[src/hdl/twcw_pkg.sv]
// twcw_pkg: shared types, constants and helpers for the textured wall column walker
// no dependencies; imported by every module of the walker
`timescale 1ns / 1ps

package twcw_pkg;

  // default fixed-point and row widths
  localparam int TWCW_FRAC_BITS = 16;
  localparam int TWCW_ROW_BITS  = 12;

  // fixed field and datapath widths
  localparam int LH_W   = 24;               // line height, saturated
  localparam int DEN_W  = LH_W + 1;         // divisor: distance or line height plus one
  localparam int OFF_W  = LH_W - 1;         // clipped top offset, half a line height
  localparam int TEXD_W = 11;               // texture dimension register
  localparam int TCOL_W = 10;               // texture column

  localparam logic [LH_W-1:0]   LH_MAX       = '1;
  localparam logic [TEXD_W-1:0] TEX_SIZE_MAX = 11'd1024;

  // reset values of the configuration registers
  localparam logic [11:0]       SCREEN_H_RST = 12'd480;
  localparam logic [TEXD_W-1:0] TEX_W_RST    = 11'd64;
  localparam logic [TEXD_W-1:0] TEX_H_RST    = 11'd64;

  // configuration register indexes
  localparam logic [1:0] CFG_SCREEN_HEIGHT  = 2'd0;
  localparam logic [1:0] CFG_TEXTURE_WIDTH  = 2'd1;
  localparam logic [1:0] CFG_TEXTURE_HEIGHT = 2'd2;

  // input word modes and hit kinds
  localparam logic MODE_SETUP = 1'b0;
  localparam logic MODE_ROW   = 1'b1;
  localparam logic [1:0] HIT_PILLAR = 2'd2;
  localparam logic [1:0] HIT_DOOR   = 2'd3;
  localparam logic [3:0] TEX_PILLAR = 4'd4;
  localparam logic [3:0] TEX_DOOR   = 4'd6;

  typedef struct packed {
    logic        mode;
    logic [11:0] column_x;
    logic [23:0] wall_distance;
    logic [15:0] wall_fraction;
    logic [1:0]  wall_side;
    logic [1:0]  hit_kind;
    logic [1:0]  door_frame;
  } in_word_t;

  typedef struct packed {
    logic [11:0] pixel_x;
    logic [11:0] pixel_y;
    logic [3:0]  texture_index;
    logic [19:0] texel_address;
    logic        last_pixel;
  } out_word_t;

  typedef enum logic [2:0] {
    ST_IDLE,
    ST_DIV_LH,
    ST_CLIP,
    ST_DIV_STEP,
    ST_COMMIT
  } state_t;

  // controller to datapath
  typedef struct packed {
    logic setup_load;
    logic row_tick;
    logic lh_load;
    logic clip_load;
    logic step_load;
    logic commit;
  } dp_cmd_t;

  // datapath to controller
  typedef struct packed {
    logic div_done;
    logic out_blocked;
  } dp_status_t;

  // texture sizes outside 1..1024 are pinned to the nearest bound
  function automatic logic [TEXD_W-1:0] tex_size(input logic [TEXD_W-1:0] v);
    logic [TEXD_W-1:0] r;
    if (v == '0) r = 11'd1;
    else if (v > TEX_SIZE_MAX) r = TEX_SIZE_MAX;
    else r = v;
    return r;
  endfunction

endpackage

[src/hdl/textured_wall_column_walker_unit.sv]
// textured_wall_column_walker_unit: raycaster wall column setup and per-row texel walker
// a setup word occupies the block while the bit-serial divider runs twice; a row word is
// taken every cycle while the block is idle and its output not blocked, its pixel in the
// output register in the next cycle. depends on twcw_pkg, twcw_ctrl, twcw_dp, twcw_div
// reset: synchronous active low; walker idle, output empty, registers 480 / 64 / 64
`timescale 1ns / 1ps

module textured_wall_column_walker_unit
  import twcw_pkg::*;
#(
  parameter int FRAC_BITS = TWCW_FRAC_BITS,   // fraction bits of distance and row coordinate
  parameter int ROW_BITS  = TWCW_ROW_BITS     // width of the row counters
) (
  input  logic       clk,
  input  logic       rst_n,
  // configuration write port
  input  logic       cfg_we,
  input  logic [1:0] cfg_index,
  input  logic [11:0] cfg_wdata,
  // input words: column setup or row tick
  input  logic       in_valid,
  output logic       in_stall,
  input  in_word_t   in_data,
  // output words: one pixel per accepted row tick while a column is active
  output logic       out_valid,
  input  logic       out_stall,
  output out_word_t  out_data
);

  dp_cmd_t    cmd;
  dp_status_t status;

  // controller: accepts words, steps setup through divide, clip, divide, commit
  twcw_ctrl u_ctrl (
    .clk      (clk),
    .rst_n    (rst_n),
    .in_valid (in_valid),
    .in_mode  (in_data.mode),
    .in_stall (in_stall),
    .status   (status),
    .cmd      (cmd)
  );

  // datapath: config, shared divider, clip and texture math, row walk, output register
  twcw_dp #(
    .FRAC_BITS (FRAC_BITS),
    .ROW_BITS  (ROW_BITS)
  ) u_dp (
    .clk       (clk),
    .rst_n     (rst_n),
    .cfg_we    (cfg_we),
    .cfg_index (cfg_index),
    .cfg_wdata (cfg_wdata),
    .in_data   (in_data),
    .cmd       (cmd),
    .status    (status),
    .out_valid (out_valid),
    .out_stall (out_stall),
    .out_data  (out_data)
  );

endmodule

[src/hdl/twcw_div.sv]
// twcw_div: restoring divider, one quotient bit per cycle
// uses twcw_pkg; instantiated by twcw_dp
`timescale 1ns / 1ps

module twcw_div
  import twcw_pkg::*;
#(
  parameter int NUM_W = TWCW_FRAC_BITS + 12,
  parameter int DEN_W_P = DEN_W
) (
  input  logic               clk,
  input  logic               rst_n,
  input  logic               start,
  input  logic [NUM_W-1:0]   num,
  input  logic [DEN_W_P-1:0] den,
  output logic               done,
  output logic [NUM_W-1:0]   quot
);

  localparam int CNT_W = $clog2(NUM_W + 1);

  logic               busy_r, busy_nxt;
  logic               done_r, done_nxt;
  logic [CNT_W-1:0]   cnt_r, cnt_nxt;
  logic [DEN_W_P-1:0] rem_r, rem_nxt;
  logic [DEN_W_P-1:0] den_r, den_nxt;
  logic [NUM_W-1:0]   quot_r, quot_nxt;

  logic [DEN_W_P:0] trial;
  logic [DEN_W_P:0] diff;
  logic             fits;

  assign trial = {rem_r, quot_r[NUM_W-1]};
  assign diff  = trial - {1'b0, den_r};
  assign fits  = trial >= {1'b0, den_r};

  always_comb begin
    busy_nxt = busy_r;
    done_nxt = 1'b0;
    cnt_nxt  = cnt_r;
    rem_nxt  = rem_r;
    den_nxt  = den_r;
    quot_nxt = quot_r;
    if (start) begin
      busy_nxt = 1'b1;
      cnt_nxt  = '0;
      rem_nxt  = '0;
      den_nxt  = den;
      quot_nxt = num;
    end else if (busy_r) begin
      rem_nxt  = fits ? diff[DEN_W_P-1:0] : trial[DEN_W_P-1:0];
      quot_nxt = {quot_r[NUM_W-2:0], fits};
      cnt_nxt  = cnt_r + 1'b1;
      if (cnt_r == CNT_W'(NUM_W - 1)) begin
        busy_nxt = 1'b0;
        done_nxt = 1'b1;
      end
    end
  end

  always_ff @(posedge clk) begin
    if (!rst_n) begin
      busy_r <= 1'b0;
      done_r <= 1'b0;
      cnt_r  <= '0;
    end else begin
      busy_r <= busy_nxt;
      done_r <= done_nxt;
      cnt_r  <= cnt_nxt;
    end
    rem_r  <= rem_nxt;
    den_r  <= den_nxt;
    quot_r <= quot_nxt;
  end

  assign done = done_r;
  assign quot = quot_r;

endmodule

[src/hdl/twcw_dp.sv]
// twcw_dp: walker datapath: config registers, column setup math, row walk, output register
// uses twcw_pkg and twcw_div; driven by twcw_ctrl commands
`timescale 1ns / 1ps

module twcw_dp
  import twcw_pkg::*;
#(
  parameter int FRAC_BITS = TWCW_FRAC_BITS,
  parameter int ROW_BITS  = TWCW_ROW_BITS
) (
  input  logic       clk,
  input  logic       rst_n,
  input  logic       cfg_we,
  input  logic [1:0] cfg_index,
  input  logic [11:0] cfg_wdata,
  input  in_word_t   in_data,
  input  dp_cmd_t    cmd,
  output dp_status_t status,
  output logic       out_valid,
  input  logic       out_stall,
  output out_word_t  out_data
);

  localparam int NUM_W  = FRAC_BITS + 12;
  localparam int ACC_W  = FRAC_BITS + 10;
  localparam int PROD_W = OFF_W + ACC_W;

  // configuration
  logic [11:0]       screen_height_r;
  logic [TEXD_W-1:0] texture_width_r, texture_height_r;

  // setup scratch
  logic              mirror_r, dist_zero_r;
  logic [15:0]       frac_r;
  logic [LH_W-1:0]   lh_r, lh_nxt;
  logic [11:0]       first_r, last_r;
  logic [OFF_W-1:0]  offset_r;

  // walk state
  logic                active_r;
  logic [ROW_BITS-1:0] current_row_r, end_row_r;
  logic [ACC_W-1:0]    tex_row_acc_r, tex_row_step_r;
  logic [TCOL_W-1:0]   tex_column_r;
  logic [3:0]          held_texture_r, held_texture_nxt;
  logic [11:0]         held_column_r;

  logic      out_valid_r;
  out_word_t out_data_r;

  // divider
  logic             div_start, div_done;
  logic [NUM_W-1:0] div_num, div_quot;
  logic [DEN_W-1:0] div_den;

  logic [TEXD_W-1:0] tex_w, tex_h;
  assign tex_w = tex_size(texture_width_r);
  assign tex_h = tex_size(texture_height_r);

  assign div_start = cmd.setup_load | cmd.clip_load;
  assign div_num = cmd.setup_load ? {screen_height_r, {FRAC_BITS{1'b0}}}
                                  : {1'b0, tex_h, {FRAC_BITS{1'b0}}};
  assign div_den = cmd.setup_load ? DEN_W'(in_data.wall_distance)
                                  : DEN_W'(lh_r) + 1'b1;

  twcw_div #(.NUM_W(NUM_W), .DEN_W_P(DEN_W)) u_div (
    .clk   (clk),
    .rst_n (rst_n),
    .start (div_start),
    .num   (div_num),
    .den   (div_den),
    .done  (div_done),
    .quot  (div_quot)
  );

  // texture selection by hit kind
  always_comb begin
    unique case (in_data.hit_kind)
      HIT_PILLAR: held_texture_nxt = TEX_PILLAR;
      HIT_DOOR:   held_texture_nxt = TEX_DOOR + 4'(in_data.door_frame);
      default:    held_texture_nxt = 4'(in_data.wall_side);
    endcase
  end

  // line height with saturation
  logic [NUM_W+LH_W-1:0] quot_ext;
  assign quot_ext = {{LH_W{1'b0}}, div_quot};
  always_comb begin
    if (dist_zero_r || (|quot_ext[NUM_W+LH_W-1:LH_W])) lh_nxt = LH_MAX;
    else lh_nxt = quot_ext[LH_W-1:0];
  end

  // clipping against the screen
  logic [10:0]      half_h;
  logic [OFF_W-1:0] half_lh;
  logic             top_clip;
  logic [LH_W-1:0]  bottom;
  logic [11:0]      first_c, last_c;
  logic [OFF_W-1:0] offset_c;
  assign half_h   = screen_height_r[11:1];
  assign half_lh  = lh_r[LH_W-1:1];
  assign top_clip = OFF_W'(half_h) < half_lh;
  assign bottom   = LH_W'(half_h) + LH_W'(half_lh);
  always_comb begin
    first_c  = top_clip ? 12'd0 : 12'(half_h - half_lh[10:0]);
    offset_c = top_clip ? (half_lh - OFF_W'(half_h)) : '0;
    last_c   = (bottom >= LH_W'(screen_height_r)) ? (screen_height_r - 12'd1)
                                                  : bottom[11:0];
  end

  // texture column: mirror, scale, round half up, limit
  logic [16:0] frac_m;
  logic [27:0] col_scaled;
  logic [11:0] col_round;
  logic [TCOL_W-1:0] tex_column_c;
  assign frac_m     = mirror_r ? (17'h10000 - {1'b0, frac_r}) : {1'b0, frac_r};
  assign col_scaled = 28'(frac_m) * 28'(tex_w) + 28'h8000;
  assign col_round  = col_scaled[27:16];
  always_comb begin
    if (col_round >= 12'(tex_w)) tex_column_c = TCOL_W'(tex_w - 11'd1);
    else tex_column_c = col_round[TCOL_W-1:0];
  end

  // start coordinate
  logic [PROD_W-1:0] start_prod;
  assign start_prod = PROD_W'(offset_r) * PROD_W'(tex_row_step_r);

  // row walk
  logic [20:0]      texel_mul;
  logic [20:0]      texel_sum;
  logic [ACC_W-1:0] acc_sum, acc_limit;
  logic [9:0]       tex_h_m1;
  logic             is_last;
  assign texel_mul = 21'(tex_row_acc_r[ACC_W-1:FRAC_BITS]) * 21'(tex_w);
  assign texel_sum = texel_mul + 21'(tex_column_r);
  assign tex_h_m1  = 10'(tex_h - 11'd1);
  assign acc_limit = {tex_h_m1, {FRAC_BITS{1'b0}}};
  assign acc_sum   = tex_row_acc_r + tex_row_step_r;
  assign is_last   = current_row_r == end_row_r;

  logic out_take;
  assign out_take = out_valid_r && !out_stall;

  always_ff @(posedge clk) begin
    if (!rst_n) begin
      screen_height_r  <= SCREEN_H_RST;
      texture_width_r  <= TEX_W_RST;
      texture_height_r <= TEX_H_RST;
    end else if (cfg_we) begin
      unique case (cfg_index)
        CFG_SCREEN_HEIGHT:  screen_height_r  <= cfg_wdata;
        CFG_TEXTURE_WIDTH:  texture_width_r  <= cfg_wdata[TEXD_W-1:0];
        CFG_TEXTURE_HEIGHT: texture_height_r <= cfg_wdata[TEXD_W-1:0];
        default: ;
      endcase
    end
  end

  // setup pipeline, row walk and output data registers
  always_ff @(posedge clk) begin
    if (cmd.setup_load) begin
      held_texture_r <= held_texture_nxt;
      held_column_r  <= in_data.column_x;
      frac_r         <= in_data.wall_fraction;
      mirror_r       <= !in_data.wall_side[1];
      dist_zero_r    <= in_data.wall_distance == '0;
    end
    if (cmd.lh_load) lh_r <= lh_nxt;
    if (cmd.clip_load) begin
      first_r      <= first_c;
      last_r       <= last_c;
      offset_r     <= offset_c;
      tex_column_r <= tex_column_c;
    end
    if (cmd.step_load) tex_row_step_r <= div_quot[ACC_W-1:0];
    if (cmd.commit) begin
      tex_row_acc_r <= start_prod[ACC_W-1:0];
      current_row_r <= ROW_BITS'(first_r);
      end_row_r     <= ROW_BITS'(last_r);
    end else if (cmd.row_tick && active_r) begin
      tex_row_acc_r <= (acc_sum >= acc_limit) ? acc_limit : acc_sum;
      if (!is_last) current_row_r <= current_row_r + 1'b1;
    end
    if (cmd.row_tick && active_r) begin
      out_data_r.pixel_x       <= held_column_r;
      out_data_r.pixel_y       <= 12'(current_row_r);
      out_data_r.texture_index <= held_texture_r;
      out_data_r.texel_address <= texel_sum[19:0];
      out_data_r.last_pixel    <= is_last;
    end
  end

  always_ff @(posedge clk) begin
    if (!rst_n) begin
      active_r    <= 1'b0;
      out_valid_r <= 1'b0;
    end else begin
      if (cmd.commit) active_r <= screen_height_r != 12'd0;
      else if (cmd.row_tick && active_r && is_last) active_r <= 1'b0;
      if (cmd.row_tick && active_r) out_valid_r <= 1'b1;
      else if (out_take) out_valid_r <= 1'b0;
    end
  end

  assign status.div_done    = div_done;
  assign status.out_blocked = out_valid_r && out_stall;
  assign out_valid = out_valid_r;
  assign out_data  = out_data_r;

endmodule

[src/hdl/twcw_ctrl.sv]
// twcw_ctrl: sequencing state machine for column setup and row ticks
// uses twcw_pkg; commands twcw_dp
`timescale 1ns / 1ps

module twcw_ctrl
  import twcw_pkg::*;
(
  input  logic       clk,
  input  logic       rst_n,
  input  logic       in_valid,
  input  logic       in_mode,
  output logic       in_stall,
  input  dp_status_t status,
  output dp_cmd_t    cmd
);

  state_t state_r, state_nxt;
  logic   accept;

  always_ff @(posedge clk) begin
    if (!rst_n) state_r <= ST_IDLE;
    else state_r <= state_nxt;
  end

  assign accept = in_valid && !in_stall;

  always_comb begin
    state_nxt = state_r;
    cmd       = '0;
    in_stall  = 1'b1;
    unique case (state_r)
      ST_IDLE: begin
        in_stall = status.out_blocked;
        if (accept) begin
          if (in_mode == MODE_SETUP) begin
            cmd.setup_load = 1'b1;
            state_nxt      = ST_DIV_LH;
          end else begin
            cmd.row_tick = 1'b1;
          end
        end
      end
      ST_DIV_LH: begin
        if (status.div_done) begin
          cmd.lh_load = 1'b1;
          state_nxt   = ST_CLIP;
        end
      end
      ST_CLIP: begin
        cmd.clip_load = 1'b1;
        state_nxt     = ST_DIV_STEP;
      end
      ST_DIV_STEP: begin
        if (status.div_done) begin
          cmd.step_load = 1'b1;
          state_nxt     = ST_COMMIT;
        end
      end
      ST_COMMIT: begin
        cmd.commit = 1'b1;
        state_nxt  = ST_IDLE;
      end
      default: state_nxt = ST_IDLE;
    endcase
  end

endmodule

[config.mk]
export PLATFORM = sky130hd
export DESIGN_NAME = textured_wall_column_walker_unit
export DESIGN_NICKNAME = d
export VERILOG_FILES = /design/src/hdl/twcw_pkg.sv /design/src/hdl/textured_wall_column_walker_unit.sv /design/src/hdl/twcw_div.sv /design/src/hdl/twcw_dp.sv /design/src/hdl/twcw_ctrl.sv
export SDC_FILE = /design/constraint.sdc
export NUM_CORES = 2
export LEC_CHECK = 0
export BUFFER_PORTS_ARGS = -buffer_cell sky130_fd_sc_hd__buf_2
export CAP_MARGIN = 25
export CORE_UTILIZATION = 30
export CTS_CLUSTER_SIZE = 40
export DETAILED_ROUTE_END_ITERATION = 7
export PLACE_DENSITY = 0.46
export SYNTH_ARGS = -nofsm -noshare
export SYNTH_HDL_FRONTEND = slang
export SYNTH_SLANG_ARGS = --single-unit
[constraint.sdc]
create_clock -name clk -period 10.79 [get_ports clk]
set_input_delay 0 -clock clk [delete_from_list [all_inputs] [get_ports clk]]
set_output_delay 0 -clock clk [all_outputs]
set_load 0.03 [all_outputs]
==> results.cfg <==
[outcome]
run_status = finished, final reports clean

[critical_path]
critical-path-top-delay-family = adder cells
setup.worst_path.start = u_dp.frac_r[0]
critical_path.startpoint_type = flop
critical_path.slowest_cell = nor4b_1
critical_path_required_ns = 11.18
crit_type = flop to flop
crit_path_frequent_cell = inv_1
path_max_fanout = 10
worst_path_bufs_invs = 6
r2r_start = u_dp.frac_r[0]
reg2regPathDepth = 30
critical_path.max_stage_delay_ns = 0.74
path_depth = 30
critPathArrivalTime_ns = 9.52
cp-end-kind = flop

[logic_synthesis]
synth_common_cells = inv_1 (672), nand2_1 (569), fa_1 (472), ha_1 (341), edfxtp_1 (293)
ys_async_sr_fraction_pct = 0
synth_largest_type_area_fraction_pct = 23.9
synth_ff_type = edfxtp_1
yosys.area.top_type = fa_1
synth.area.top_cells = fa_1 (24%), edfxtp_1 (22%), ha_1 (11%)
yosysWarningCount = 0
yosys.cell_types.count = 79
syn-num-nets = 5067
post_synth_instance_area_um2 = 39600
yosys.cell_count.top_type = inv_1
postSynthAreaPerCell_um2 = 9.48
yosys_register_bits = 364
synth_edf_count = 293
mapped_cells = 4176
seq_area_frac_synth_pct = 25.8

[floorplanning]
floorplan.die_area_um2 = 133000
start_util_pct = 30.4
chipHeight_um = 365
rows = 132
horizontal_die_dimension_um = 365
fp.coreArea_um2 = 130000
pin_count = 129

[timing]
post-route-period-util_pct = 84.7
setup-tns-final_ns = 0
hold_violations = 0
maxSlewViolCount = 0
worstMarginPinSlew_ns = 1.07
clock-skew-final_ns = 0.0354
rsz0062_at_grt = false
finalCriticalPeriod_ns = 9.14
fmax_mhz = 109
setup-violations-final = 0
worst_slew_margin_rel_pct = 28.2

[clock_tree]
cts_buffers = 47
post_cts.resized_instances = 0
clock-sinks = 364
tritoncts = built
cts_root_buffer = clkbuf_16
cts-root-to-sink-buffers = 3
ctsHtreeMaxLevel = 2
worst_setup_hold_path_clk_slew_ns = 0.07
clock_insertion_delay_at_the_later_pin_of_the_skew_report_ns = 0.65

[placed_design]
placed_cell_area_um2 = 42200
finalWeightedCongestion = 0.869
count_of_placed_standard_cells_including_taps = 5927
port-buffer-count = 128
dp_hpwl_mm = 87.1

[routing]
detailedRoute.firstPassIterationCount = 8
antenna_violating_nets_left = 0
drt_iter0_markers = 1952
totalWireLength_mm = 115
routed_via_density = 4.78
via_count = 29300
drcViolationCount = 0
avgRoutedWirePerCell_um = 18.8

[power]
worst_ir_drop_vdd_uv = 181
p_per_area_nw_per_um2 = 97.1
leakage_nw = 19.6

[hold_path]
min-delay-path-class = input port to flop
number_of_cells_on_the_worst_hold_path = 2
hold_start = in_data[51]

[cells_and_area]
antenna_cells_inserted = 0
layoutNonFillerInstCount = 6115
finish.instance_area_um2 = 44700
areaGrowthSynthToFinish_pct = 13.1
final_nets = 5227
share_of_final_layout_standard_cells_stronger_than_drive_strength_1_pct = 7.27

[grt]
overflow = 0
grt_first_pass_wirelength_mm = 179
number_of_global_route_vias_before_repair = 30200
grt_antenna_before_repair = 1
grt_max_degree = 61
grt_util_all_layers_pct = 17.5

[flow_run]
cap_viol_max_count = 0
worst reg2reg max path, delay by kind of cell (launching register included):
kind | cells | cell delay, ns
adder cells (fa/ha/maj) | 8 | 3.34
AND/OR/NAND/NOR | 8 | 2.50
AO/OA/AOI/OAI | 6 | 1.56
flip-flops | 1 | 0.49
buffers and inverters | 6 | 0.47
multiplexers | 1 | 0.34
XOR/XNOR | 1 | 0.22
final cells by class:
cell class                      instances  area [µm²]
Inverter                              680        2550
Sequential cell                       364       10200
Clock buffer                           57        1210
Fill cell                           13600       85400
Timing Repair Buffer                  283        2060
Clock inverter                         29         348
Multi-Input combinational cell       2960       26200
Tap cell                             1742        2180
sequential cells by signal (all words and copies together) (netlist names), 3 cells and up:
| register | flops |
|---|---|
| u_dp.texture_height_r | 11 |
| u_dp.texture_width_r | 11 |
| u_dp.screen_height_r | 12 |
| u_dp.tex_column_r | 10 |
| u_dp.current_row_r | 12 |
| u_dp.first_r | 12 |
| u_dp.u_div.cnt_r | 5 |
| u_dp.held_column_r | 12 |
| u_dp.held_texture_r | 4 |
| u_dp.frac_r | 16 |
| u_dp.lh_r | 24 |
| u_dp.u_div.den_r | 25 |
| u_ctrl.state_r | 3 |
| u_dp.tex_row_step_r | 26 |
| u_dp.last_r | 12 |
| u_dp.u_div.rem_r | 25 |
| u_dp.offset_r | 23 |
| u_dp.tex_row_acc_r | 26 |
| u_dp.u_div.quot | 28 |
| u_dp.out_data | 49 |
| u_dp.end_row_r | 12 |
metal layers:
metal / wire length [µm] / vias up / track usage, %
li1: - / 13800 / -
met1: 53900 / 14600 / 24.5
met2: 52900 / 679 / 28.4
met3: 5710 / 129 / 2.41
met4: 2450 / 2 / 4.10
met5: 13 / - / 0
cell families (layout without fill, tap and decap cells):
logic type               count (synthesis)  in the layout  synth area share [%]
flip-flops                             364            364                  25.8
buffers and inverters                  852           1049                  8.16
adder cells (fa/ha/maj)                813            813                  34.7
AO/OA/AOI/OAI                          502            502                  8.16
multiplexers                            67             67                  1.85
XOR/XNOR                               242            242                  5.36
AND/OR/NAND/NOR                       1336           1336                  16.0
path summary, 6_finish.rpt:
kind,end,slack [ns]
max reg2reg,u_dp.tex_column_r[9],1.65
min reg2reg,u_dp.out_data[48],0.42
min,u_dp.held_column_r[5],0.08
max,u_dp.tex_column_r[9],1.65
repair_timing:
action,CTS,global route
hold buffers,100,0
endpoints found under the hold margin,99,0
endpoints found under the setup margin,0,0
setup buffers,0,0
report_power, final:
group | switching [mW] | total (mW) | internal, mW | leakage [nW]
Combinational | 0.613 | 1.08 | 0.465 | 15.6
Clock | 0.692 | 1.62 | 0.929 | 0.742
Sequential | 0.0532 | 1.64 | 1.59 | 3.29
Total | 1.36 | 4.34 | 2.98 | 19.6
placed cells by master, fill, tap and decap left out, types with 29 or more instances in the layout:
cell type,count
a21o_1,34
a21oi_1,132
and2_1,186
buf_2,128
buf_4,54
clkbuf_16,47
dfxtp_1,71
dlygate4sd3_1,100
edfxtp_1,293
fa_1,472
ha_1,341
inv_1,670
mux2i_1,43
nand2_1,569
nand3_1,52
nand4_1,29
nor2_1,221
nor2b_1,46
nor3_1,65
o21a_1,35
o21ai_0,122
or3_1,44
xnor2_1,179
xor2_1,63
per-stage QoR:
| stage | hold WS (ns) | power, mW | worst slack (ns) | util, % |
|---|---|---|---|---|
| global placement | 0.178 | 2.72 | 1.83 | 32.4 |
| global route | 0.0755 | 4.58 | 1.05 | 34.4 |
| finish | 0.0850 | 4.34 | 1.65 | 34.4 |
| CTS | 0.0420 | 4.40 | 1.56 | 34.4 |
| floorplan | 0.0989 | 2.45 | 2.58 | - |
| detailed placement | 0.178 | 2.73 | 1.57 | 32.4 |
(Power assumes the default switching activity.)
